==> config.mk <==
export PLATFORM = sky130hd
export DESIGN_NAME = icmp_header_translator_core
export DESIGN_NICKNAME = d
export VERILOG_FILES = /design/src/rtl/icmp_ht_pkg.sv /design/src/rtl/icmp_header_translator_core.sv /design/src/rtl/icmp_ht_xlate.sv
export SDC_FILE = /design/constraint.sdc
export NUM_CORES = 1
export LEC_CHECK = 0
export BUFFER_PORTS_ARGS = -buffer_cell sky130_fd_sc_hd__buf_2
export CORE_MARGIN = 2
export CORE_UTILIZATION = 55
export CTS_CLUSTER_SIZE = 14
export DETAILED_ROUTE_END_ITERATION = 6
export PLACE_DENSITY = 0.84
export RECOVER_POWER = 50
export REMOVE_ABC_BUFFERS = 1
export SLEW_MARGIN = 40
export SYNTH_ARGS = -nofsm -noshare
export SYNTH_HDL_FRONTEND = slang
export SYNTH_SLANG_ARGS = --single-unit
==> constraint.sdc <==
create_clock -name clk_i -period 5.3 [get_ports clk_i]
set_clock_uncertainty 0.1 [all_clocks]
set_input_delay 0.265 -clock clk_i [delete_from_list [all_inputs] [get_ports clk_i]]
set_output_delay 0.265 -clock clk_i [all_outputs]
set_load 0.05 [all_outputs]
==> src/rtl/icmp_ht_pkg.sv <==
// ----------------------------------------------------------------------------
// ICMP header translator package
// Shared types, message codes and the parameter problem pointer table.
// ----------------------------------------------------------------------------
`default_nettype none

package icmp_ht_pkg;

  // Direction of translation.
  localparam logic CMD_V6_TO_V4 = 1'b0;
  localparam logic CMD_V4_TO_V6 = 1'b1;

  // ICMPv6 message types.
  localparam logic [7:0] V6_DST_UNREACH   = 8'd1;
  localparam logic [7:0] V6_TOO_BIG       = 8'd2;
  localparam logic [7:0] V6_TIME_EXCEEDED = 8'd3;
  localparam logic [7:0] V6_PARAM_PROB    = 8'd4;
  localparam logic [7:0] V6_ECHO_REQ      = 8'd128;
  localparam logic [7:0] V6_ECHO_REP      = 8'd129;
  localparam logic [7:0] V6_MLD_QUERY     = 8'd130;
  localparam logic [7:0] V6_MLD_REPORT    = 8'd131;
  localparam logic [7:0] V6_MLD_DONE      = 8'd132;
  localparam logic [7:0] V6_ROUTER_SOL    = 8'd133;
  localparam logic [7:0] V6_REDIRECT      = 8'd137;

  // ICMPv4 message types.
  localparam logic [7:0] V4_ECHO_REP      = 8'd0;
  localparam logic [7:0] V4_DST_UNREACH   = 8'd3;
  localparam logic [7:0] V4_ECHO_REQ      = 8'd8;
  localparam logic [7:0] V4_TIME_EXCEEDED = 8'd11;
  localparam logic [7:0] V4_PARAM_PROB    = 8'd12;

  // ICMPv6 codes of interest.
  localparam logic [7:0] V6U_NO_ROUTE     = 8'd0;
  localparam logic [7:0] V6U_ADMIN        = 8'd1;
  localparam logic [7:0] V6U_BEYOND_SCOPE = 8'd2;
  localparam logic [7:0] V6U_ADDR         = 8'd3;
  localparam logic [7:0] V6U_PORT         = 8'd4;
  localparam logic [7:0] V6P_HDR_FIELD    = 8'd0;
  localparam logic [7:0] V6P_NEXT_HDR     = 8'd1;
  localparam logic [7:0] V6P_OPTION       = 8'd2;

  // ICMPv4 codes produced.
  localparam logic [7:0] V4C_ZERO         = 8'd0;
  localparam logic [7:0] V4U_HOST         = 8'd1;
  localparam logic [7:0] V4U_PROTOCOL     = 8'd2;
  localparam logic [7:0] V4U_PORT         = 8'd3;
  localparam logic [7:0] V4U_FRAG_NEEDED  = 8'd4;
  localparam logic [7:0] V4U_HOST_ADMIN   = 8'd10;

  // Pointer to the protocol field of the IPv4 header.
  localparam logic [7:0] V4_PTR_PROTOCOL  = 8'd9;

  // Smallest IPv6 link MTU, reported for packet too big.
  localparam logic [15:0] MIN_MTU         = 16'd1280;

  typedef enum logic [2:0] {
    ST_OK          = 3'd0,
    ST_BAD_TYPE    = 3'd1,
    ST_BAD_UNREACH = 3'd2,
    ST_BAD_PARAM   = 3'd3,
    ST_MLD         = 3'd4,
    ST_ND          = 3'd5
  } status_e;

  typedef struct packed {
    logic        command;
    logic [7:0]  in_type;
    logic [7:0]  in_code;
    logic [15:0] ident;
    logic [15:0] sequence_req;
    logic [7:0]  pointer;
  } req_t;

  typedef struct packed {
    logic [7:0]  out_type;
    logic [7:0]  out_code;
    logic [31:0] rest_word;
    status_e     status;
  } res_t;

  // Maps an IPv6 header byte offset to the matching IPv4 header offset.
  function automatic logic [7:0] map_pointer(input logic [7:0] p);
    logic [7:0] r;
    case (p) inside
      8'd0:         r = 8'd0;
      8'd1:         r = 8'd1;
      8'd4, 8'd5:   r = 8'd2;
      8'd6:         r = 8'd9;
      8'd7:         r = 8'd8;
      [8'd8:8'd23]: r = 8'd12;
      [8'd24:8'd39]: r = 8'd16;
      default:      r = 8'd0;
    endcase
    return r;
  endfunction

endpackage

`default_nettype wire

==> src/rtl/icmp_header_translator_core.sv <==
// ----------------------------------------------------------------------------
// ICMP header translator core
// Rewrites ICMP headers between IPv6 and IPv4 forms, one header per cycle.
// ----------------------------------------------------------------------------
// Usage:
// A header word is presented on command_i, in_type_i, in_code_i, ident_i,
// sequence_req_i and pointer_i together with start. It is taken at the rising
// edge where start is high and busy is low. The block never holds a word off,
// so busy is tied low and a new word may be started in every cycle.
// The word is first captured in an input register; the translation is a
// shallow decode that runs between that register and the result register.
// The translated header appears on out_type_o, out_code_o, rest_word_o and
// status_o once the word has passed the result register, marked by done_o for
// exactly one cycle, and is taken at the edge that ends that cycle.
// Throughput is one word per cycle, and words leave in the order they arrived.
// The receiver cannot stall: each result must be consumed in its cycle.
// A status other than ok means the message is refused; the header fields are
// then all zero. Reset clears both valid flags, so no stale result appears
// after reset; the payload registers are left uncleared.
// ----------------------------------------------------------------------------
`default_nettype none

module icmp_header_translator_core
  import icmp_ht_pkg::*;
(
  input  logic        clk_i,
  input  logic        rst_ni,
  input  logic        start,
  output logic        busy,
  input  logic        command_i,
  input  logic [7:0]  in_type_i,
  input  logic [7:0]  in_code_i,
  input  logic [15:0] ident_i,
  input  logic [15:0] sequence_req_i,
  input  logic [7:0]  pointer_i,
  output logic        done_o,
  output logic [7:0]  out_type_o,
  output logic [7:0]  out_code_o,
  output logic [31:0] rest_word_o,
  output logic [2:0]  status_o
);

  logic accept;
  logic in_valid_q;
  req_t req_d, req_q;
  logic out_valid_q;
  res_t res_d, res_q;

  // The pipeline has no back-pressure, so the block is always ready.
  assign busy   = 1'b0;
  assign accept = start && !busy;

  assign req_d = '{
    command:      command_i,
    in_type:      in_type_i,
    in_code:      in_code_i,
    ident:        ident_i,
    sequence_req: sequence_req_i,
    pointer:      pointer_i
  };

  // Valid flags are the only control state and are cleared by reset.
  always_ff @(posedge clk_i or negedge rst_ni) begin
    if (!rst_ni) begin
      in_valid_q  <= 1'b0;
      out_valid_q <= 1'b0;
    end else begin
      in_valid_q  <= accept;
      out_valid_q <= in_valid_q;
    end
  end

  // Payload registers load only when a word moves into them.
  always_ff @(posedge clk_i) begin
    if (accept) begin
      req_q <= req_d;
    end
    if (in_valid_q) begin
      res_q <= res_d;
    end
  end

  icmp_ht_xlate u_xlate (
    .req_i (req_q),
    .res_o (res_d)
  );

  assign done_o      = out_valid_q;
  assign out_type_o  = res_q.out_type;
  assign out_code_o  = res_q.out_code;
  assign rest_word_o = res_q.rest_word;
  assign status_o    = res_q.status;

`ifndef SYNTH
  // Every accepted word yields a result once it has passed both registers.
  a_accept_to_done : assert property (@(posedge clk_i) disable iff (!rst_ni)
    accept |=> ##1 done_o)
    else $error("accepted word did not produce a result");

  // No result appears without a matching accepted word.
  a_done_has_source : assert property (@(posedge clk_i) disable iff (!rst_ni)
    done_o |-> $past(accept, 2))
    else $error("result strobe without an accepted word");

  // A refused message must carry an all-zero header.
  a_refused_is_zero : assert property (@(posedge clk_i) disable iff (!rst_ni)
    (done_o && status_o != ST_OK) |->
      (out_type_o == 8'd0 && out_code_o == 8'd0 && rest_word_o == 32'd0))
    else $error("refused message carries header content");
`endif

endmodule

`default_nettype wire

==> src/rtl/icmp_ht_xlate.sv <==
// ----------------------------------------------------------------------------
// ICMP header translator decode
// Combinational rewrite of one header word between ICMPv6 and ICMPv4 forms.
// ----------------------------------------------------------------------------
`default_nettype none

module icmp_ht_xlate
  import icmp_ht_pkg::*;
(
  input  req_t req_i,
  output res_t res_o
);

  logic [31:0] echo_word;
  res_t        res;

  assign echo_word = {req_i.ident, req_i.sequence_req};

  always_comb begin
    res.out_type  = 8'd0;
    res.out_code  = V4C_ZERO;
    res.rest_word = 32'd0;
    res.status    = ST_OK;

    if (req_i.command == CMD_V6_TO_V4) begin
      unique case (req_i.in_type) inside
        V6_ECHO_REQ: begin
          res.out_type  = V4_ECHO_REQ;
          res.rest_word = echo_word;
        end
        V6_ECHO_REP: begin
          res.out_type  = V4_ECHO_REP;
          res.rest_word = echo_word;
        end
        V6_DST_UNREACH: begin
          res.out_type = V4_DST_UNREACH;
          case (req_i.in_code) inside
            V6U_NO_ROUTE, V6U_BEYOND_SCOPE, V6U_ADDR: res.out_code = V4U_HOST;
            V6U_PORT:  res.out_code = V4U_PORT;
            V6U_ADMIN: res.out_code = V4U_HOST_ADMIN;
            default:   res.status   = ST_BAD_UNREACH;
          endcase
        end
        V6_PARAM_PROB: begin
          case (req_i.in_code) inside
            V6P_NEXT_HDR: begin
              res.out_type  = V4_DST_UNREACH;
              res.out_code  = V4U_PROTOCOL;
              res.rest_word = {V4_PTR_PROTOCOL, 24'd0};
            end
            V6P_HDR_FIELD, V6P_OPTION: begin
              res.out_type  = V4_PARAM_PROB;
              res.rest_word = {map_pointer(req_i.pointer), 24'd0};
            end
            default: res.status = ST_BAD_PARAM;
          endcase
        end
        V6_TOO_BIG: begin
          res.out_type  = V4_DST_UNREACH;
          res.out_code  = V4U_FRAG_NEEDED;
          res.rest_word = {16'd0, MIN_MTU};
        end
        V6_TIME_EXCEEDED: res.out_type = V4_TIME_EXCEEDED;
        V6_MLD_QUERY, V6_MLD_REPORT, V6_MLD_DONE: res.status = ST_MLD;
        V6_ROUTER_SOL, V6_REDIRECT: res.status = ST_ND;
        default: res.status = ST_BAD_TYPE;
      endcase
    end else begin
      unique case (req_i.in_type) inside
        V4_ECHO_REQ: begin
          res.out_type  = V6_ECHO_REQ;
          res.rest_word = echo_word;
        end
        V4_ECHO_REP: begin
          res.out_type  = V6_ECHO_REP;
          res.rest_word = echo_word;
        end
        default: res.status = ST_BAD_TYPE;
      endcase
    end

    // A refused message carries no header content.
    if (res.status != ST_OK) begin
      res.out_type  = 8'd0;
      res.out_code  = 8'd0;
      res.rest_word = 32'd0;
    end
  end

  assign res_o = res;

endmodule

`default_nettype wire

==> results.md, run 1 <==
- Hold crit path type: input port to asynchronous set/reset pin
- Root Driver: clkbuf_8
- Reg2reg end: rest_word_o[24]$_SDFFCE_PP0P_
- Predominant post-synthesis flop cell: edfxtp_1
- Fmax: approximately 350 MHz
- Final cell count without fillers: about 510
- CTS Buffer Depth: 2
- Area post-placement: around 4600 um2
- Average routed wire per standard cell: 15.5 um
- Critical path depth in cells: 5
- # diodes: 0
- Worst Path Buf+Inv: 0
- EDFF count, synth: slightly above 100
- CTS H-tree depth: 3
- Max-slew violation count: around 110
- DRT Pass-1 Iters: 4
- Initial core utilization: between 50 and 60%
- Total GRT Usage: 20.9%
- Crit Path Category: flip-flop to flip-flop
- Int Pwr: between 0.001 and 0.0015 W
- Maxcap violations: 2
- CTS clk-pin slew, worst paths: roughly 110 ps
- Slowest-stage cell, CP: or4_4
- GP Congestion: about 0.89
- Most frequent cells in the layout: buf_2 (101), edfxtp_1 (101), dlygate4sd3_1 (58), and2_1 (26), nor2_1 (13)
- CTS Sinks: 103
- Status: finished with violations
- Worst setup margin: between 2000 and 2500 ps
- Vias: around 2,600
- Post-DP HPWL: around 4800 um
- Synthesis-stage register bit count: approximately 100
- Yosys warns: 0
- Register area share after synthesis: approximately 78%
- Final instance area: ~5300 um2
- Psw: between 0.0004 and 0.0005 W
- Clock share of power: 30.3%
- Crit end category: flip-flop
- # placed instances: about 440
- Setup TNS: 0 ps
- I/O pin count: 113
- Site Rows: 30
- First-pass GRT wire length: ~12,000 um
- Post-route ant nets: 0
- Die X: around 90 um
- Fraction of layout cells with a size suffix above 1: about 30%
- Reg2Reg Launch Point: req_q[55]$_DFFE_PP_
- PortBufs: 104
- Routed WL: approximately 7900 um
- CP max stage delay: approximately 600 ps
- DRC viols: 0
- Filler instances: between 400 and 500
- Unrepaired setup endpoints after global routing: no
- Reg2reg setup slack: about 2400 ps
- Sw frac: between 20 and 30%
- CP most frequent cell: or4_4
- Area Overhead vs Synth: 34.6%
- CP Max Fanout: 10
- Comb power frac: a little under an eighth
- Fin. Hold Viols: 0
- FFs w/ async S/R, synth: under 10%
- Total global routing overflow: 0
- Die area: just under 8000 um2
- DRT iter0 DRCs: 153
- Max_slew headroom: -100%
- Power per cell area: approximately 320 nW/um2
- LEAKAGE: 2.02 nW
- Clock latency at the later pin of the worst-skew pair: between 300 and 400 ps
- Via density: 5.09
- CTS Buf Count: 9
- Startpoint types: flip-flop
- DIE HEIGHT: roughly 89 um
- Initial antenna violation count: 0
- Crit-path cells: or4_4 -> or4_4 -> o21bai_1 -> o21ai_0 -> a31o_1
- Pre-CTS WS: between 2000 and 2500 ps
- Failing checks: capacitance limit, slew limit
- Core area: a little under 7000 um2
- Least-Margin Pin Slew: between 3000 and 4000 ps
- Worst EP arrival: 2900 ps
- Vias in the first global route: 2,573
- Peak supply drop: 189 uV
- Reg2Reg Depth: 5
- Crit share post-route: 54.4%
- CTS tree: built
- Fin nets: 470
- Synth Cell Area: approximately 4000 um2
- Crit-path leading delay family: simple AND/OR/NAND/NOR gates
- Setup violators final: 0
- Largest net degree at the start of global routing: 59
- Fin crit period: slightly below 3000 ps
- Sequential Power Share: 58.4%
- Cells after Synth: ~240
- Post-synthesis area per instance: roughly 16 um2
- Critical path data required time: ~5300 ps
- Yosys cell types: 45
[final cells by class]
cell class	instances	area, um2	share of cell area (%)
clock buffers	9	124	2.32
clock inverters	7	90.1	1.69
inverters	4	15.0	0.281
multi-input cells	129	803	15.1
flip-flops and latches	103	3080	57.8
well taps	96	120	2.25
repair buffers	163	1100	20.6
[power by group through the flow]
stage | combinational, W | sequential, W | clock, W
floorplan | 0.0000353 | 0.00106 | 0
global placement | 0.000155 | 0.00100 | 0
detailed placement | 0.000157 | 0.00100 | 0
CTS | 0.000190 | 0.000986 | 0.000523
global route | 0.000203 | 0.000995 | 0.000551
finish | 0.000192 | 0.000987 | 0.000512
[cell usage after synthesis (all sizes together) (2+ instances only)]
cell type,count,area (um2)
a211oi,2,15.0
a21oi,5,25.0
a32o,2,20.0
and2,26,163
buf,9,71.3
clkbuf,5,18.8
dfrtp,2,50.1
edfxtp,101,3030
inv,4,15.0
nand2,9,33.8
nand2b,3,18.8
nand3,2,10.0
nand4,2,12.5
nor2,13,48.8
nor2b,3,18.8
nor3,5,36.3
nor3b,3,22.5
nor4,3,18.8
o2111ai,2,17.5
o211ai,2,15.0
o21ai,9,45.0
or2,3,18.8
or4,10,86.3
xnor2,2,17.5
[layer usage]
layer	share of wire, %	vias to the layer above	track usage, %
met5	0	-	0
met4	1.5	0	10.5
met3	5.7	12	3.97
met2	53	102	36.3
met1	40	1242	25.2
li1	-	1245	-
[cell families after synthesis]
| logic type | synth area share, % |
|---|---|
| compound gates | 5.62 |
| xor+xnor | 0.663 |
| buf+inv | 2.65 |
| flops | 77.8 |
| mux | 0.252 |
| other cells | 0.0946 |
| simple gates | 13.0 |
[stage by stage]
step | hold slack (ps) | util, % | power (W)
after floorplan | -131 | - | 0.00110
after global placement | -50.5 | 66.2 | 0.00116
after detailed placement | -47.1 | 66.3 | 0.00116
after CTS | 83.4 | 77.9 | 0.00170
after global routing | 111 | 77.7 | 0.00175
final | 127 | 77.7 | 0.00169
[sequential cells by signal (all words and copies together) (netlist names)]
name and cells:
out_code_o 4, done_o 1, status_o 3, in_valid_q 1, req_q 57, rest_word_o 32
out_type_o 5
[worst max path at each step]
stage	from	end
after floorplan	req_q[55]$_DFFE_PP_	rest_word_o[25]$_SDFFCE_PP0P_
after global placement	req_q[55]$_DFFE_PP_	rest_word_o[25]$_SDFFCE_PP0P_
after detailed placement	req_q[55]$_DFFE_PP_	rest_word_o[24]$_SDFFCE_PP0P_
after CTS	req_q[55]$_DFFE_PP_	rest_word_o[24]$_SDFFCE_PP0P_
after global routing	req_q[55]$_DFFE_PP_	rest_word_o[24]$_SDFFCE_PP0P_
final	req_q[55]$_DFFE_PP_	rest_word_o[24]$_SDFFCE_PP0P_
[timing repair]
item,CTS,global route
hold buffers,58,0
endpoints found under the hold margin,59,0
gates resized for setup,0,0
setup buffers,0,0
Note: power is estimated with default switching activity, not from simulation.
==> inputs of run 2 (changes only) <==
CORE_UTILIZATION = 51   (was 55)
PLACE_DENSITY = 0.79   (was 0.84)
clock period = 2.66 ns   (was 5.3 ns; I/O delays follow)
==> run 2 against run 1 <==
- the flow still finishes with violations (capacitance limit, slew limit)
- sequential share of layout area decreased by 0.78 points
- flip-flop and latch count unchanged
- via count increased by 1.9%
- register-to-register slack got worse by 2400 ps
- final cell count increased by 3.3%
- global-route usage decreased by 1.2 points
- clock-buffer cell count unchanged
- non-clock buffer count increased by 11
- clock power increased by 78%
- worst setup slack got worse by 2400 ps
- total power increased by 94%
- first-iteration DRC count increased by 9.8%
- largest cell class unchanged
==> results.md, run 2 (synthesis results as in run 1) <==
- Area Overhead vs Synth: 36.4%
- Crit-path cells: or4_4 -> or4_4 -> or4_4 -> nor3_4 -> a32o_1
- Startpoint types: flip-flop
- Largest net degree at the start of global routing: 46 (-22%)
- Clock latency at the later pin of the worst-skew pair: 360 ps (about the same)
- Die X: 92.2 um (+3.7%)
- CP max stage delay: 550 ps (-50 ps)
- CTS Buf Count: 9 (unchanged)
- Routed WL: 8210 um (+3.8%)
- Initial antenna violation count: 0 (unchanged)
- Fin. Hold Viols: 0 (unchanged)
- Post-route ant nets: 0 (unchanged)
- GP Congestion: 0.867 (-3.0%)
- Peak supply drop: 344 uV (+82%)
- Via density: 5.02 (-1.4%)
- CP Max Fanout: 4 (-6)
- Initial core utilization: 51.8% (-5.9 points)
- CTS Buffer Depth: 2 (unchanged)
- Post-DP HPWL: 5080 um (+6.3%)
- Fin crit period: 2640 ps (-244 ps)
- Fmax: 379 MHz (+9.3%)
- Root Driver: clkbuf_8
- Crit Path Category: flip-flop to flip-flop
- Reg2Reg Launch Point: req_q[52]$_DFFE_PP_
- Crit end category: flip-flop
- First-pass GRT wire length: 12,600 um (+4.3%)
- DRC viols: 0 (unchanged)
- CP startpoint: req_q[52]$_DFFE_PP_
- DIE HEIGHT: 92.2 um (+3.7%)
- Critical path data required time: 2790 ps (-2530 ps)
- Power per cell area: 605 nW/um2 (+91%)
- DRT Pass-1 Iters: 4 (unchanged)
- Status: finished with violations
- Core area: 7650 um2 (+11%)
- Vias in the first global route: 2,714 (+5.5%)
- Max_slew headroom: -17.0% (+83 points)
- Vias: 2,650 (+1.9%)
- Total GRT Usage: 19.7% (-1.2 points)
- DRT iter0 DRCs: 168 (+9.8%)
- Crit share post-route: 99.2% (+45 points)
- Hold crit path type: input port to flip-flop
- Average routed wire per standard cell: 15.6 um (+0.50%)
- Fraction of layout cells with a size suffix above 1: 30.3% (+0.40 points)
- Total global routing overflow: 0 (unchanged)
- Register bank with the most flops: req_q
- Most frequent cells in the layout: edfxtp_1 (101), buf_2 (93), dlygate4sd3_1 (59), and2_1 (26), nor2_1 (13)
- Slowest-stage cell, CP: or4_4
- Setup violators final: 0 (unchanged)
- Number of flip-flops under the largest register name: 57 (unchanged)
- CTS H-tree depth: 3 (unchanged)
- Reg2reg setup slack: 20 ps (-2400 ps)
- Least-Margin Pin Slew: 1760 ps (-1250 ps)
- Final Hold Slack: 371 ps (+244 ps)
- CTS clk-pin slew, worst paths: 100 ps (about the same)
- Reg2Reg Depth: 5 (unchanged)
- Site Rows: 32 (+6.7%)
- CP most frequent cell: or4_4
- Max-slew violation count: 46 (-56%)
- Commonest non-fill, non-tap cell in the layout: edfxtp_1
- PortBufs: 104 (unchanged)
- Unrepaired setup endpoints after global routing: yes
- Die area: 8500 um2 (+7.5%)
- Worst EP arrival: 2770 ps (-130 ps)
- CTS Sinks: 103 (unchanged)
- CTS tree: built
- LEAKAGE: 2.06 nW (+1.8%)
- Power Total: 0.00327 W (+94%)
- # diodes: 0 (unchanged)
- Crit path to: rest_word_o[25]$_SDFFCE_PP0P_
- I/O pin count: 113 (unchanged)
- Fin nets: 481 (+2.3%)
- Failing checks: capacitance limit, slew limit
- Maxcap violations: 1 (-1)
- Hold_sp: ident_i[2]
- Reg2reg end: rest_word_o[25]$_SDFFCE_PP0P_
-- run 2: cell types whose count changed in the layout (fill, tap and decap cells not counted), moves of 2 or more --
cell	delta
inv_6	+2
buf_2	-8
buf_4	+9
clkbuf_1	+7
clkbuf_2	+2
-- run 2: final cells by class --
class	count	area, um2
inverters	4	15.0
multi-input cells	129	823
flip-flops and latches	103	3080
clock inverters	7	61.3
repair buffers	174	1170
clock buffers	9	124
fillers	541	2240
well taps	102	128
-- run 2: metrics by stage --
stage | utilization [%] | cells | TNS (ps) | setup WS (ps) | instance area [um2]
after floorplan | - | 236 | 0 | 2.38 | 3900
after global placement | 60.5 | 452 | 0 | 51.4 | 4630
after detailed placement | 60.5 | 452 | -1.37 | -1.37 | 4630
after CTS | 70.7 | 527 | 0 | 0.0551 | 5400
after global routing | 70.7 | 528 | -125 | -55.2 | 5410
final | 70.7 | 528 | 0 | 20.6 | 5410
-- run 2: repair_timing --
item / 4_1_cts / 5_1_grt
pin swaps: 1 / 6
setup buffers: 0 / 1
resized for setup: 0 / 3
endpoints found under the hold margin: 59 / 0
endpoints found under the setup margin: 3 / 9
hold buffers: 59 / 0
-- run 2: critical path: cells and delay by family (launching register included) --
kind | cells | cell delay, ps
AO/OA/AOI/OAI | 1 | 190
flip-flops | 1 | 410
AND/OR/NAND/NOR | 4 | 1820
-- run 2: layer usage --
metal  GRT usage [%]  part of all wire [%]
met3            2.71                   5.0
met5               0                     0
met4            10.6                   2.5
met1            23.3                    38
met2            35.0                    55
-- run 2: how the worst min path moves through the flow --
| stage | to | cells after the start |
|---|---|---|
| floorplan | done_o$_DFF_PN0_ | 0 |
| global placement | done_o$_DFF_PN0_ | 1 |
| detailed placement | done_o$_DFF_PN0_ | 1 |
| CTS | req_q[37]$_DFFE_PP_ | 1 |
| global route | req_q[6]$_DFFE_PP_ | 2 |
| finish | req_q[26]$_DFFE_PP_ | 2 |
-- run 2: where the power goes --
part,internal [W],switching [W],total [W]
Clock,0.000362,0.000551,0.000913
Sequential,0.00190,0.0000581,0.00196
Combinational,0.000144,0.000261,0.000405
